### src/rtl/u16t_pkg.sv
// ----------------------------------------------------------------------------
// u16t_pkg
// Shared types, constants and the UTF-8 encoder for the UTF-16LE transcoder.
// ----------------------------------------------------------------------------
`default_nettype none

package u16t_pkg;

  localparam int unsigned FIFO_DEPTH_DEF = 4;

  localparam logic [5:0] HI_SURR_TAG = 6'b110110;  // 0xD800..0xDBFF
  localparam logic [5:0] LO_SURR_TAG = 6'b110111;  // 0xDC00..0xDFFF
  localparam logic [20:0] SUPP_BASE = 21'h10000;

  // Up to four UTF-8 bytes of one code point; len 0 means nothing to send.
  typedef struct packed {
    logic [3:0][7:0] bytes;
    logic [2:0]      len;
  } enc_t;

  // One queued job: first code point, second code point, end-of-string mark.
  typedef struct packed {
    enc_t a;
    enc_t b;
    logic last;
  } job_t;

  typedef struct packed {
    logic push;
    job_t job;
  } front_out_t;

  function automatic enc_t encode_cp(logic [20:0] cp);
    enc_t e;
    e.bytes = '0;
    if (cp[20:7] == 14'd0) begin
      e.bytes[0] = {1'b0, cp[6:0]};
      e.len      = 3'd1;
    end else if (cp[20:11] == 10'd0) begin
      e.bytes[0] = {3'b110, cp[10:6]};
      e.bytes[1] = {2'b10, cp[5:0]};
      e.len      = 3'd2;
    end else if (cp[20:16] == 5'd0) begin
      e.bytes[0] = {4'b1110, cp[15:12]};
      e.bytes[1] = {2'b10, cp[11:6]};
      e.bytes[2] = {2'b10, cp[5:0]};
      e.len      = 3'd3;
    end else begin
      e.bytes[0] = {5'b11110, cp[20:18]};
      e.bytes[1] = {2'b10, cp[17:12]};
      e.bytes[2] = {2'b10, cp[11:6]};
      e.bytes[3] = {2'b10, cp[5:0]};
      e.len      = 3'd4;
    end
    return e;
  endfunction

endpackage

`default_nettype wire

### src/rtl/utf16le_to_utf8_transcoder.sv
// Path: the job for an accepted input byte is written into the queue when the
//   byte is accepted; the back then loads its UTF-8 bytes from the queue head
//   into the output register whenever the output register is free to take one.
// Throughput: one input byte per cycle while the job queue has room; the
//   output register drains one UTF-8 byte per cycle while out_stall is low.
// Reset: synchronous, active low; clears the unit pairing, surrogate and queue.
// ----------------------------------------------------------------------------
// utf16le_to_utf8_transcoder
// UTF-16LE byte stream in, UTF-8 byte stream out, with surrogate pairing.
// ----------------------------------------------------------------------------
`default_nettype none

module utf16le_to_utf8_transcoder
  import u16t_pkg::*;
#(
  parameter int unsigned FIFO_DEPTH = FIFO_DEPTH_DEF
) (
  input  wire logic       clk,
  input  wire logic       rst_n,
  input  wire logic       in_valid,
  output logic            in_stall,
  input  wire logic [7:0] in_data_byte,
  input  wire logic       in_end_of_string,
  output logic            out_valid,
  input  wire logic       out_stall,
  output logic [7:0]      out_byte,
  output logic            out_byte_valid,
  output logic            out_string_done
);

  front_out_t fo;
  job_t       head;
  logic       head_vld;
  logic       q_full;
  logic       pop;
  logic       accept;

  assign in_stall = q_full;
  assign accept   = in_valid && !q_full;

  u16t_front u_front (
    .clk           (clk),
    .rst_n         (rst_n),
    .accept        (accept),
    .data_byte     (in_data_byte),
    .end_of_string (in_end_of_string),
    .fo            (fo)
  );

  u16t_fifo #(
    .DEPTH (FIFO_DEPTH)
  ) u_fifo (
    .clk       (clk),
    .rst_n     (rst_n),
    .fo        (fo),
    .pop       (pop),
    .head      (head),
    .not_empty (head_vld),
    .full      (q_full)
  );

  u16t_back u_back (
    .clk             (clk),
    .rst_n           (rst_n),
    .head            (head),
    .head_vld        (head_vld),
    .pop             (pop),
    .out_valid       (out_valid),
    .out_stall       (out_stall),
    .out_byte        (out_byte),
    .out_byte_valid  (out_byte_valid),
    .out_string_done (out_string_done)
  );

endmodule

`default_nettype wire

### src/rtl/u16t_front.sv
// ----------------------------------------------------------------------------
// u16t_front
// Pairs input bytes into code units, tracks surrogates and builds encode jobs.
// ----------------------------------------------------------------------------
`default_nettype none

module u16t_front
  import u16t_pkg::*;
(
  input  wire logic       clk,
  input  wire logic       rst_n,
  input  wire logic       accept,
  input  wire logic [7:0] data_byte,
  input  wire logic       end_of_string,
  output front_out_t      fo
);

  logic [7:0] held_low_r,  held_low_nxt;
  logic       second_r,    second_nxt;
  logic [9:0] pend_bits_r, pend_bits_nxt;
  logic       pend_vld_r,  pend_vld_nxt;

  logic [15:0] unit;
  logic [20:0] pend_cp;
  logic [20:0] pair_cp;
  enc_t        enc_a;
  enc_t        enc_b;
  enc_t        enc_none;

  assign unit     = {data_byte, held_low_r};
  assign pend_cp  = {5'd0, HI_SURR_TAG, pend_bits_r};
  assign pair_cp  = SUPP_BASE + {1'b0, pend_bits_r, unit[9:0]};
  assign enc_none = '0;

  always_comb begin
    held_low_nxt  = held_low_r;
    second_nxt    = second_r;
    pend_bits_nxt = pend_bits_r;
    pend_vld_nxt  = pend_vld_r;
    enc_a         = enc_none;
    enc_b         = enc_none;
    if (!second_r) begin
      held_low_nxt = data_byte;
      second_nxt   = 1'b1;
      // odd trailing byte: drop it, still flush a held surrogate
      if (end_of_string && pend_vld_r) begin
        enc_a = encode_cp(pend_cp);
      end
    end else begin
      second_nxt = 1'b0;
      if (pend_vld_r && unit[15:10] == LO_SURR_TAG) begin
        enc_a        = encode_cp(pair_cp);
        pend_vld_nxt = 1'b0;
      end else begin
        if (pend_vld_r) begin
          enc_a = encode_cp(pend_cp);
        end
        pend_vld_nxt = 1'b0;
        if (unit[15:10] == HI_SURR_TAG && !end_of_string) begin
          pend_bits_nxt = unit[9:0];
          pend_vld_nxt  = 1'b1;
        end else begin
          enc_b = encode_cp({5'd0, unit});
        end
      end
    end
    if (end_of_string) begin
      held_low_nxt  = '0;
      second_nxt    = 1'b0;
      pend_bits_nxt = '0;
      pend_vld_nxt  = 1'b0;
    end
  end

  always_comb begin
    fo.job.a    = enc_a;
    fo.job.b    = enc_b;
    fo.job.last = end_of_string;
    fo.push     = accept && (enc_a.len != 3'd0 || enc_b.len != 3'd0 || end_of_string);
  end

  always_ff @(posedge clk) begin
    if (!rst_n) begin
      held_low_r  <= '0;
      second_r    <= 1'b0;
      pend_bits_r <= '0;
      pend_vld_r  <= 1'b0;
    end else if (accept) begin
      held_low_r  <= held_low_nxt;
      second_r    <= second_nxt;
      pend_bits_r <= pend_bits_nxt;
      pend_vld_r  <= pend_vld_nxt;
    end
  end

endmodule

`default_nettype wire

### src/rtl/u16t_fifo.sv
// ----------------------------------------------------------------------------
// u16t_fifo
// Short job queue between the classifying front and the byte-serial back.
// ----------------------------------------------------------------------------
`default_nettype none

module u16t_fifo
  import u16t_pkg::*;
#(
  parameter int unsigned DEPTH = FIFO_DEPTH_DEF
) (
  input  wire logic       clk,
  input  wire logic       rst_n,
  input  wire front_out_t fo,
  input  wire logic       pop,
  output job_t            head,
  output logic            not_empty,
  output logic            full
);

  localparam int unsigned AW = (DEPTH > 1) ? $clog2(DEPTH) : 1;
  localparam logic [AW-1:0] LAST_IDX = AW'(DEPTH - 1);

  job_t          mem [DEPTH];
  logic [AW-1:0] wr_ptr_r, wr_ptr_nxt;
  logic [AW-1:0] rd_ptr_r, rd_ptr_nxt;
  logic [AW:0]   count_r,  count_nxt;
  logic          do_push;
  logic          do_pop;

  assign not_empty = (count_r != '0);
  assign full      = (count_r == (AW+1)'(DEPTH));
  assign do_push   = fo.push && !full;
  assign do_pop    = pop && not_empty;
  assign head      = mem[rd_ptr_r];

  always_comb begin
    wr_ptr_nxt = wr_ptr_r;
    rd_ptr_nxt = rd_ptr_r;
    count_nxt  = count_r;
    if (do_push) begin
      wr_ptr_nxt = (wr_ptr_r == LAST_IDX) ? '0 : wr_ptr_r + 1'b1;
    end
    if (do_pop) begin
      rd_ptr_nxt = (rd_ptr_r == LAST_IDX) ? '0 : rd_ptr_r + 1'b1;
    end
    if (do_push && !do_pop) begin
      count_nxt = count_r + 1'b1;
    end else if (do_pop && !do_push) begin
      count_nxt = count_r - 1'b1;
    end
  end

  always_ff @(posedge clk) begin
    if (do_push) begin
      mem[wr_ptr_r] <= fo.job;
    end
  end

  always_ff @(posedge clk) begin
    if (!rst_n) begin
      wr_ptr_r <= '0;
      rd_ptr_r <= '0;
      count_r  <= '0;
    end else begin
      wr_ptr_r <= wr_ptr_nxt;
      rd_ptr_r <= rd_ptr_nxt;
      count_r  <= count_nxt;
    end
  end

endmodule

`default_nettype wire

### src/rtl/u16t_back.sv
// ----------------------------------------------------------------------------
// u16t_back
// Walks the head job one UTF-8 byte per cycle into the output register, unless out_stall holds it.
// ----------------------------------------------------------------------------
`default_nettype none

module u16t_back
  import u16t_pkg::*;
(
  input  wire logic       clk,
  input  wire logic       rst_n,
  input  wire job_t       head,
  input  wire logic       head_vld,
  output logic            pop,
  output logic            out_valid,
  input  wire logic       out_stall,
  output logic [7:0]      out_byte,
  output logic            out_byte_valid,
  output logic            out_string_done
);

  logic [2:0] idx_r, idx_nxt;
  logic       ovld_r, ovld_nxt;
  logic [7:0] obyte_r;
  logic       obv_r;
  logic       odone_r;

  logic [2:0] total;
  logic [2:0] last_idx;
  logic [2:0] b_idx;
  logic       load;
  logic       at_end;
  logic [7:0] sel_byte;

  assign total    = head.a.len + head.b.len;
  assign last_idx = (total == 3'd0) ? 3'd0 : total - 3'd1;
  assign b_idx    = idx_r - head.a.len;
  assign load     = head_vld && (!ovld_r || !out_stall);
  assign at_end   = (idx_r == last_idx);
  assign pop      = load && at_end;

  always_comb begin
    if (total == 3'd0) begin
      sel_byte = 8'd0;
    end else if (idx_r < head.a.len) begin
      sel_byte = head.a.bytes[idx_r[1:0]];
    end else begin
      sel_byte = head.b.bytes[b_idx[1:0]];
    end
  end

  always_comb begin
    idx_nxt  = idx_r;
    ovld_nxt = ovld_r;
    if (load) begin
      ovld_nxt = 1'b1;
      idx_nxt  = at_end ? 3'd0 : idx_r + 3'd1;
    end else if (!out_stall) begin
      ovld_nxt = 1'b0;
    end
  end

  always_ff @(posedge clk) begin
    if (!rst_n) begin
      idx_r  <= '0;
      ovld_r <= 1'b0;
    end else begin
      idx_r  <= idx_nxt;
      ovld_r <= ovld_nxt;
    end
  end

  always_ff @(posedge clk) begin
    if (load) begin
      obyte_r <= sel_byte;
      obv_r   <= (total != 3'd0);
      odone_r <= head.last && at_end;
    end
  end

  assign out_valid       = ovld_r;
  assign out_byte        = obyte_r;
  assign out_byte_valid  = obv_r;
  assign out_string_done = odone_r;

endmodule

`default_nettype wire

### config.mk
export PLATFORM = sky130hd
export DESIGN_NAME = utf16le_to_utf8_transcoder
export DESIGN_NICKNAME = d
export VERILOG_FILES = /design/src/rtl/u16t_pkg.sv /design/src/rtl/utf16le_to_utf8_transcoder.sv /design/src/rtl/u16t_front.sv /design/src/rtl/u16t_fifo.sv /design/src/rtl/u16t_back.sv
export SDC_FILE = /design/constraint.sdc
export NUM_CORES = 1
export LEC_CHECK = 0
export BUFFER_PORTS_ARGS = -buffer_cell sky130_fd_sc_hd__buf_4
export CAP_MARGIN = 5
export CORE_MARGIN = 2
export CORE_UTILIZATION = 50
export DETAILED_ROUTE_END_ITERATION = 8
export GPL_TIMING_DRIVEN = 0
export HOLD_SLACK_MARGIN = 0.03
export PLACE_DENSITY = 0.72
export SLEW_MARGIN = 20
export SYNTH_ARGS = -nofsm -noshare
export SYNTH_HDL_FRONTEND = slang
export SYNTH_SLANG_ARGS = --single-unit
### constraint.sdc
create_clock -name clk -period 5.25 [get_ports clk]
set_input_delay 0.7875 -clock clk [delete_from_list [all_inputs] [get_ports clk]]
set_output_delay 0.7875 -clock clk [all_outputs]
set_load 0.01 [all_outputs]
# Word level (Yosys, flattened, before mapping)
# Memory sizes are Yosys's and may differ from the RTL's. A register that Yosys moved wholly into a read port is not among the register bits.
# Cells that the tools add are included.
# Widths: inputs -> output; s select.
[totals]
ff_bits = 41
latchBits = 0
ramBits = 284
rom_bits = 0
inputBits = 13
output_inout_bits = 12
word_cells = 120
mem_count = 1
[mem_list]
columns = ["name", "depth", "word_bits", "read_ports", "rd_ports_with_merged_regs", "wr", "line_no", "rtl"]
rows = [
  ["u_fifo.mem", 4, 71, 1, 1, 1, "u16t_fifo.sv:24", "job_t mem [DEPTH];"],
]
[op_classes]
n_addsub = 9
n_mul = 0
div_mod_pow = 0
magnitude_cmp = 3
n_eq_ne = 9
shift = 0
mux = 48
bitwise_logic = 0
n_reduce_logical = 38
[ops]
columns = ["op", "count"]
rows = [
  ["$mux 35", 7],
  ["$mux 8", 7],
  ["$mux 16", 3],
  ["$mux 10", 4],
  ["$mux 11", 3],
  ["$bmux 8 s2", 2],
  ["$logic_not 14->1", 2],
  ["$mux 25", 1],
  ["$mux 24", 1],
  ["$add 17x20->21 const A", 1],
  ["$mux 19", 1],
  ["$mux 17", 1],
  ["$eq 6x6->1 const B", 2],
  ["$logic_and 1x1->1", 12],
  ["$mux 3", 4],
  ["$reduce_bool 3->1", 4],
  ["$logic_not 10->1", 1],
  ["$logic_not 5->1", 2],
  ["$mux 1", 10],
  ["$logic_not 9->1", 1],
  ["$mux 2", 4],
  ["$add 3x1->3 const B", 2],
  ["$logic_not 1->1", 6],
  ["$lt 2x3->1 const B", 2],
  ["15 further kinds", 24],
]

# Longest topological paths before layout
# Gate-level depths: netlist of run 1.
[depth]
word_depth = 16
mapped_depth = 19

# By module
# A second synthesis of run 1 with hierarchy kept.
[unflattened]
cells_unflattened = 785
area_unflattened_um2 = 13852.0
[modules_own_cells]
columns = ["module", "instances", "cells_each", "area_each_um2"]
rows = [
  ["u16t_fifo", 1, 422, 10802.9],
  ["u16t_front", 1, 275, 1854.3],
  ["u16t_back", 1, 87, 1181.1],
  ["utf16le_to_utf8_transcoder", 1, 1, 13.8],
]

# Worst setup path before layout of run 1
# Ideal clock, no wire load.
[synth_path]
path_type = "reg2reg"
startpoint = "register (tool-made name)"
endpoint = "register u_fifo.count_r[2]"
setup_ns = 0.076
arrival_time_ns = 4.514
required_time_ns = 5.174
setup_slack_ns = 0.661
path_stages_with_launch = 19
n_path_buf = 3
period_less_slack_ns = 4.589
cell_sequence = "dfxtp_1 buf_2 buf_2 buf_2 mux4_2 ha_1 inv_1 fa_1 ha_1 xor2_1 a31oi_1 o32ai_1 nand3_1 ha_1 inv_1 fa_1 xor2_1 or3_1 a21boi_0"
[synth_rtl]
columns = ["item", "line_no", "rtl"]
rows = [
  ["end signal: assignment", "u16t_fifo.sv:68", "count_r <= count_nxt;"],
  ["end: declaration", "u16t_fifo.sv:27", "logic [AW:0] count_r, count_nxt;"],
]

==> impl_metrics.tcl, run 1 <==
set metrics [dict create \
    status "finished, final reports clean" \
    area_growth_syn_to_layout_pct 13.11 \
    clk-insertion-delay-late_ns 0.54 \
    instances_no_fill 1053 \
    min_from "u_back.out_valid" \
    ios 25 \
    synth_top_family_by_area "multiplexers" \
    maxCapViolCount 0 \
    crit_top_cell "ha_1" \
    cts_tree "yes" \
    vdd_drop_max_mv 0.2318 \
    layout_commonest_cell "edfxtp_1" \
    maxSlewViolCount 0 \
    p_per_area_nw_per_um2 440.3 \
    die_h_um 153.0 \
    hold_buffers 0 \
    nNetsFinal 783 \
    p_switching_mw 1.569 \
    ys_seq_area_share_pct 66.00 \
    hold_slack_ns 0.5027 \
    pre_cts_ws_ns -0.2800 \
    cp_slowest_stage_delay_ns 0.58 \
    dp_cells 1005 \
    async_flop_share_pct 0 \
    yosys_warnings 0 \
    p_leak_nw 4.216 \
    post-route-period-util_pct 94.51 \
    critPathMaxFanout 10 \
    detail-route-antenna-nets 0 \
    max_clock_freq_ghz 0.2015 \
    yosysUniqueCellTypes 62 \
    period_minus_slack_ns 4.962 \
    h-tree-depth 1 \
    grt_usage_pct 21.57 \
    clock_sinks 255 \
    layout_common_cells "222 x edfxtp_1, 59 x mux4_2, 39 x clkbuf_1" \
    fin_tns_setup_ns 0 \
    clockBufferDepth 3 \
    rr_worst_depth 18 \
    dpl.hpwl_um 16990 \
    muxShareOfSynthArea_pct 12.85 \
    switching_share_pct 28.39 \
    hold_viol 0 \
    synth_xor_area_share_pct 0.5522 \
    crit_arrival_ns 5.41 \
    clock-skew-final_ns 0.03136 \
    grt_pass1_wl_um 38860 \
    r2r_slack_ns 0.29 \
    hold_path_end "u_back.out_valid" \
    syn_inst 700 \
    slew_headroom_pct 22.17 \
    gr-total-overflow 0 \
    grt_max_degree 43 \
    crit_path_start_kind "flop" \
    core-area_um2 21820 \
    fin_ws_ns 0.2881 \
    drc_errors 0 \
    cpMaxStageDelayCell "mux4_2" \
    portBuffers 21 \
    end_kind "flop" \
    tightest_slew_ns 1.164 \
    pwr-share-comb_pct 24.0 \
    wl_per_cell_um 24.04 \
    dieArea_um2 23410 \
    min_path_cells 2 \
    antenna_found_initial 0 \
    wirelength_um 25310 \
    crit_type "reg -> reg" \
    ys_ff_latch 255 \
    seq_power_share_pct 44.5 \
    drt-pass1-iter-count 7 \
    synth_compound_area_share_pct 8.193 \
    hp-class "reg -> reg" \
    cp.required_ns 5.70 \
    start_util_pct 50.87 \
    rsz0062_at_grt "false" \
    dr_total_vias 6598 \
    grt_pass1_vias 6574 \
    viasPerCell 6.266 \
    setup_violations 0 \
    internal_power_mw 3.960 \
    cts_made_buffers 26 \
    cts_root_buf "clkbuf_16" \
    netlist_area_um2 11100 \
    timing.rr.end "u_fifo.count_r[2]" \
    synth-simple-area-share_pct 7.754 \
    synth_edf_count 222 \
    rows 54 \
    drive_above_1_share_pct 20.85 \
    syn-num-nets 731 \
    dr.first_iter.drc_count 761 \
    crit_path_cell_trace "buf_2 -> buf_6 -> buf_4 -> mux4_2 -> ha_1 -> inv_1 -> fa_1 -> ha_1 -> xor2_1 -> a31oi_1 -> o32ai_2 -> nand3_2 -> ha_1 -> inv_1 -> fa_1 -> xor2_1 -> or3_1 -> a21boi_0" \
    die_w_um 153.0 \
    p_clk_share_pct 31.5 \
    path_clk_slew_ns 0.06 \
    post_synth.cell_area_avg_um2 15.86 \
    yosys.area_share.adder_pct 2.164 \
    place_congestion 0.8622 \
    ys.flop_type "edfxtp_1" \
]
[per-stage QoR]
step | util (%) | total power [mW] | instance area (um^2)
4_1_cts | 57.45 | 5.551 | 12540
3_5_place_dp | 53.75 | 3.815 | 11730
5_1_grt | 57.53 | 5.763 | 12550
2_1_floorplan | - | 3.371 | 11100
3_3_place_gp | 53.20 | 3.742 | 11610
6_report | 57.54 | 5.529 | 12560
[critical path: cells and delay by family, from the launching register on]
family                     cells  cell delay (ns)
buffers and inverters          5             0.91
DFF                            1             0.31
muxes                          1             0.58
adders and majority gates      5             1.63
xor gates and xnor gates       2             0.35
AOI/OAI and AO/OA              3             0.54
and+or+nand+nor                2             0.53
[routing by layer]
layer / track usage (%) / vias up / share of wire (%)
met4: 6.481 / 0 / 2.9
met2: 33.31 / 279 / 47
met3: 3.998 / 59 / 7.2
met5: 0 / - / 0
met1: 31.67 / 3380 / 43
li1: - / 2880 / -
[cell usage after synthesis (all sizes together) (3+ instances only)]
cell type / n / area, um^2
a211oi: 9 / 67.56
or3: 6 / 38.79
a21oi: 33 / 168.9
o21ai: 17 / 85.08
a221oi: 5 / 61.31
a22o: 8 / 73.82
a21o: 5 / 37.54
nand2: 23 / 88.84
nand2b: 4 / 25.02
nor4b: 3 / 41.29
nand3: 12 / 60.06
a21boi: 6 / 45.04
nor2b: 27 / 168.9
o22ai: 4 / 25.02
mux2: 6 / 67.56
dfxtp: 33 / 660.6
ha: 16 / 200.2
clkbuf: 33 / 123.9
mux2i: 3 / 30.03
nor2: 33 / 123.9
edfxtp: 222 / 6666
buf: 14 / 77.57
xor2: 3 / 26.28
and2: 13 / 81.33
mux4: 59 / 1329
o32ai: 5 / 43.79
and3: 9 / 61.31
inv: 20 / 75.07
nor3: 12 / 65.06
a22oi: 28 / 210.2
xnor2: 4 / 35.03
[sequential cells by signal, indices dropped and copies added, names as in the netlist, named ones only]
register,flops
u_back.idx_r,3
u_back.out_byte,8
u_back.out_byte_valid,1
u_back.out_string_done,1
u_back.out_valid,1
u_fifo.count_r,3
u_fifo.mem,212
u_fifo.rd_ptr_r,2
u_fifo.wr_ptr_r,2
u_front.held_low_r,8
u_front.pend_bits_r,10
u_front.pend_vld_r,1
u_front.second_r,1
[worst max path at each step]
stage                                from           endpoint  slack [ns]  cells after the start
after floorplan                      flop  u_fifo.count_r[2]        0.66                     18
after global placement    in_data_byte[1]  u_fifo.mem[0][59]       -0.12                      7
after detailed placement             flop  u_fifo.count_r[2]       -0.28                     18
after CTS                            flop  u_fifo.count_r[2]        0.03                     18
after global routing                 flop  u_fifo.count_r[2]        0.01                     18
final                                flop  u_fifo.count_r[2]        0.29                     18
[power by group through the flow]
stage | combinational, mW | sequential (mW) | clock (mW)
3_3_place_gp | 1.24 | 2.50 | 0
6_report | 1.33 | 2.46 | 1.74
3_5_place_dp | 1.31 | 2.50 | 0
5_1_grt | 1.44 | 2.48 | 1.84
2_1_floorplan | 0.859 | 2.51 | 0
4_1_cts | 1.32 | 2.46 | 1.77
[kinds of logic (layout without fill, tap and decap cells)]
family,Yosys count,in the layout
DFF,255,255
xor gates and xnor gates,7,7
buffers and inverters,67,139
AOI/OAI and AO/OA,131,131
other,0,1
and+or+nand+nor,154,154
muxes,68,68
adders and majority gates,18,18
[repair_timing]
| item | 4_1_cts | 5_1_grt |
|---|---|---|
| cloned | 0 | 0 |
| setup endpoints to repair | 2 | 2 |
| gates resized for setup | 3 | 3 |
| buffers inserted | 0 | 0 |
[layout make-up]
cell class,count,area (um^2)
diodes,1,2.502
plain buffers,46,207.7
clock buffers,36,708.2
clock inverters,12,96.34
fillers,1665,9266
inverters,20,75.07
multi-input cells,378,3522
flip-flops and latches,255,7327
well taps,280,350.3
repair buffers,25,267.8
Note: power is estimated with default switching activity, not from simulation.
==> run 2, diff against run 1 <==
==> constraint.sdc (replaced) <==
create_clock -name clk -period 6.1 [get_ports clk]
set_input_delay 0.915 -clock clk [delete_from_list [all_inputs] [get_ports clk]]
set_output_delay 0.915 -clock clk [all_outputs]
set_load 0.01 [all_outputs]
==> impl_metrics.tcl, run 2 (same netlist as run 1, synthesis figures left out) <==
set metrics [dict create \
    p_leak_nw 4.210 \
    dpl.hpwl_um 16990 \
    ios 25 \
    critPathMaxFanout 10 \
    r2r_slack_ns 0.59 \
    fin_tns_setup_ns 0 \
    crit_arrival_ns 5.96 \
    p_clk_share_pct 31.6 \
    clockBufferDepth 3 \
    hold_buffers 0 \
    layout_common_cells "222 x edfxtp_1, 59 x mux4_2, 41 x clkbuf_1" \
    place_congestion 0.8622 \
    h-tree-depth 1 \
    fin_area_um2 12540 \
    die_w_um 153.0 \
    dieArea_um2 23410 \
    maxCapViolCount 0 \
    period_minus_slack_ns 5.512 \
    area_growth_syn_to_layout_pct 12.94 \
    dr_total_vias 6542 \
    vdd_drop_max_mv 0.1996 \
    tightest_slew_ns 1.153 \
    path_clk_slew_ns 0.06 \
    largest_reg_flops 212 \
    fillerInstances 1669 \
    crit_top_cell "ha_1" \
    detail-route-antenna-nets 0 \
    max_clock_freq_ghz 0.1814 \
    crit_type "reg -> reg" \
    end_kind "flop" \
    dr.first_iter.drc_count 751 \
    grt_pass1_vias 6591 \
    cp_slowest_stage_delay_ns 0.55 \
    drc_errors 0 \
    nNetsFinal 784 \
    largest_registers "u_fifo.mem (212), u_front.pend_bits_r (10)" \
    slew_headroom_pct 22.89 \
    top_register "u_fifo.mem" \
    clock-skew-final_ns 0.03181 \
    die_h_um 153.0 \
    crit_path_start_kind "flop" \
    post-route-period-util_pct 90.37 \
    layout_commonest_cell "edfxtp_1" \
    switching_share_pct 28.34 \
    maxSlewViolCount 0 \
    p_switching_mw 1.344 \
    cts_made_buffers 26 \
    pwr-share-comb_pct 23.8 \
    grt_max_degree 43 \
    rows 54 \
    status "finished, final reports clean" \
    cpMaxStageDelayCell "clkbuf_1" \
    drive_above_1_share_pct 20.44 \
    seq_power_share_pct 44.7 \
    antenna_found_initial 0 \
    internal_power_mw 3.399 \
    power.total_mw 4.743 \
    wirelength_um 25210 \
    min_path_cells 2 \
    hold_viol 0 \
    core-area_um2 21820 \
    clock_sinks 255 \
    place_area_um2 11730 \
    clk-insertion-delay-late_ns 0.54 \
    cts_tree "yes" \
    post_cts_buffers 0 \
    wl_per_cell_um 23.92 \
    utilization_pct 57.45 \
    grt_pass1_wl_um 38860 \
    gr-total-overflow 0 \
    grt_usage_pct 21.57 \
    hp-class "reg -> reg" \
    cts_resized 0 \
    portBuffers 21 \
    cp.required_ns 6.55 \
    crit_path_cell_trace "buf_2 -> clkbuf_1 -> clkbuf_1 -> mux4_2 -> ha_1 -> inv_1 -> fa_1 -> ha_1 -> ha_1 -> clkbuf_1 -> o32ai_1 -> nand3_1 -> ha_1 -> inv_1 -> fa_1 -> xor2_1 -> or3_1 -> a21boi_0" \
    viasPerCell 6.207 \
    rsz0062_at_grt "false" \
    p_per_area_nw_per_um2 378.3 \
    setup_violations 0 \
    start_util_pct 50.87 \
    cts_root_buf "clkbuf_16" \
    drt-pass1-iter-count 5 \
    rr_worst_depth 18 \
]
## run 2: area by class of cell
cell class                      count  area (um^2)  area share [%]
Antenna cell                        1        2.502         0.01996
Buffer                             47        201.4           1.607
Clock buffer                       36        708.2           5.648
Clock inverter                     12        96.34          0.7684
Inverter                           20        75.07          0.5987
Multi-Input combinational cell    378         3510           27.99
Sequential cell                   255         7327           58.44
Tap cell                          280        350.3           2.794
Timing Repair Buffer               25        267.8           2.136
## run 2: critical path: cells and delay by family (launching register included)
kind / cells / cell delay, ns
fa+ha+maj: 6 / 1.73
mux: 1 / 0.37
compound gates: 2 / 0.38
simple gates: 2 / 0.64
flops: 1 / 0.30
xor+xnor: 1 / 0.19
buf+inv: 6 / 1.80
## run 2: worst paths after layout
path | to | start
worst min register to register | u_back.out_valid | u_back.out_valid
worst min-delay path | u_back.out_valid | u_back.out_valid
worst max-delay path | u_fifo.count_r[2] | flop
worst max register to register | u_fifo.count_r[2] | flop
## run 2: per-stage QoR
step	hold slack, ns	setup slack, ns	cells
after floorplan	0.4730	1.511	700
after global placement	0.4801	0.5976	1001
after detailed placement	0.5128	0.5700	1005
after CTS	0.5210	0.5112	1053
after global routing	0.5496	0.1621	1053
final	0.5040	0.5877	1054
## run 2: power groups by stage
stage	combinational, mW	sequential (mW)	clock, mW
2_1_floorplan	0.739	2.16	0
3_3_place_gp	1.07	2.15	0
3_5_place_dp	1.13	2.16	0
4_1_cts	1.13	2.12	1.52
5_1_grt	1.23	2.13	1.59
6_report	1.13	2.12	1.50
## run 2: routing by layer
layer	global-route usage, %	wire, um	vias to the layer above
met3	4.395	2012	61
met1	31.42	10690	3304
met5	0	0	-
met2	33.31	11760	293
met4	6.481	741	0
li1	-	-	2884
==> run 3, diff against run 2 <==
--- a/config.mk
+++ b/config.mk
@@ -13,6 +13,7 @@
 export GPL_TIMING_DRIVEN = 0
 export HOLD_SLACK_MARGIN = 0.03
 export PLACE_DENSITY = 0.72
+export RECOVER_POWER = 25
 export SLEW_MARGIN = 20
 export SYNTH_ARGS = -nofsm -noshare
 export SYNTH_HDL_FRONTEND = slang
==> constraint.sdc (replaced) <==
create_clock -name clk -period 5.96 [get_ports clk]
set_input_delay 0.894 -clock clk [delete_from_list [all_inputs] [get_ports clk]]
set_output_delay 0.894 -clock clk [all_outputs]
set_load 0.01 [all_outputs]
==> impl_metrics.tcl, run 3 (same netlist as run 1, synthesis figures left out) <==
set metrics [dict create \
    vdd_drop_max_mv 0.2054 \
    power.total_mw 4.823 \
    cts_resized 0 \
    wl_per_cell_um 23.95 \
    period_minus_slack_ns 5.517 \
    timing.rr.end "u_fifo.count_r[2]" \
    wirelength_um 25250 \
    clock_sinks 255 \
    clockBufferDepth 3 \
    post_cts_buffers 0 \
    layout_commonest_cell "edfxtp_1" \
    slew_headroom_pct -14.67 \
    h-tree-depth 1 \
    core-area_um2 21820 \
    post-route-period-util_pct 92.56 \
    crit_path_cell_trace "buf_2 -> clkbuf_1 -> clkbuf_1 -> mux4_2 -> ha_1 -> inv_1 -> fa_1 -> ha_1 -> ha_1 -> clkbuf_1 -> o32ai_1 -> nand3_1 -> ha_1 -> inv_1 -> fa_1 -> xor2_1 -> or3_1 -> a21boi_0" \
    drt-pass1-iter-count 6 \
    maxCapViolCount 1 \
    multi_input_area_um2 3480 \
    max_clock_freq_ghz 0.1813 \
    grt_pass1_vias 6591 \
    dp_cells 1005 \
    dr_total_vias 6600 \
    p_per_area_nw_per_um2 387.2 \
    portBuffers 21 \
    cp_slowest_stage_delay_ns 0.54 \
    largest_reg_flops 212 \
    cts_made_buffers 26 \
    hold_slack_ns 0.5041 \
    drive_above_1_share_pct 18.37 \
    drc_errors 0 \
    hold_viol 0 \
    grt_max_degree 43 \
    dpl.hpwl_um 16990 \
    cts_root_buf "clkbuf_16" \
    instances_no_fill 1054 \
    crit_arrival_ns 5.96 \
    crit_path_start_kind "flop" \
    place_congestion 0.8622 \
    rsz0062_at_grt "false" \
    crit_type "reg -> reg" \
    status "finished, violations left" \
    regArea_um2 7327 \
    crit_top_cell "ha_1" \
    utilization_pct 57.07 \
    min_path_cells 2 \
    r2r_slack_ns 0.44 \
    p_leak_nw 4.149 \
    fin_tns_setup_ns 0 \
    viasPerCell 6.262 \
    critPathMaxFanout 10 \
    cts_tree "yes" \
    largest_registers "u_fifo.mem (212), u_front.pend_bits_r (10)" \
    gr-total-overflow 0 \
    area_growth_syn_to_layout_pct 12.19 \
    maxSlewViolCount 9 \
    hp-class "reg -> reg" \
    antenna_found_initial 0 \
    cp.required_ns 6.41 \
    die_h_um 153.0 \
    grt_pass1_wl_um 38860 \
    dieArea_um2 23410 \
    end_kind "flop" \
    top_register "u_fifo.mem" \
    hold_path_end "u_back.out_valid" \
    start_util_pct 50.87 \
    grt_usage_pct 21.57 \
    tightest_slew_ns 1.704 \
    ios 25 \
    layout_common_cells "222 x edfxtp_1, 59 x mux4_2, 55 x clkbuf_1" \
    dr.first_iter.drc_count 736 \
    setup_violations 0 \
    fillerInstances 1689 \
    detail-route-antenna-nets 0 \
    rows 54 \
    rr_worst_depth 18 \
    nNetsFinal 784 \
    die_w_um 153.0 \
    clk-insertion-delay-late_ns 0.55 \
    hold_buffers 0 \
    min_from "u_back.out_valid" \
    clock-skew-final_ns 0.03781 \
    cpMaxStageDelayCell "clkbuf_1" \
    failed_checks "capacitance limit, slew limit" \
    path_clk_slew_ns 0.06 \
]
run 3: worst max path at each step:
stage | from | endpoint | slack, ns | cells past startpoint
floorplan | flop | u_fifo.count_r[2] | 1.37 | 18
CTS | flop | u_fifo.count_r[2] | 0.37 | 18
detailed placement | flop | u_fifo.count_r[2] | 0.43 | 18
global route | flop | u_fifo.count_r[2] | 0.02 | 18
finish | flop | u_fifo.count_r[2] | 0.44 | 18
global placement | in_data_byte[1] | u_fifo.mem[0][59] | 0.48 | 7
run 3: where the power goes:
part	internal (mW)	leakage, nW	switching, mW
registers	2.11	2.45	0.0532
logic	0.459	1.30	0.664
clock network	0.874	0.396	0.658
total	3.45	4.15	1.38
run 3: cell type report:
class / count / area share (%)
clock inverters: 12 / 0.7735
diodes: 1 / 0.02009
clock buffers: 36 / 5.686
inverters: 20 / 0.6027
well taps: 280 / 2.813
multi-input cells: 378 / 27.94
flip-flops and latches: 255 / 58.82
plain buffers: 47 / 1.617
repair buffers: 25 / 1.728
run 3: per-stage QoR:
| step | setup slack, ns | area (um^2) |
|---|---|---|
| floorplan | 1.371 | 11100 |
| CTS | 0.3712 | 12530 |
| global route | 0.02210 | 12450 |
| finish | 0.4433 | 12460 |
| global placement | 0.4786 | 11610 |
| detailed placement | 0.4300 | 11730 |
run 3: critical path: cells and delay by family (launching register included):
| family | cells | cell delay, ns |
|---|---|---|
| muxes | 1 | 0.37 |
| DFF | 1 | 0.30 |
| AOI/OAI and AO/OA | 2 | 0.38 |
| xor gates and xnor gates | 1 | 0.19 |
| buffers and inverters | 6 | 1.79 |
| and+or+nand+nor | 2 | 0.65 |
| adders and majority gates | 6 | 1.73 |
run 3: layer usage:
metal / track usage (%) / share of wire (%)
met3: 4.395 / 8.5
met5: 0 / 0
met4: 6.481 / 2.9
met2: 33.31 / 47
met1: 31.42 / 42
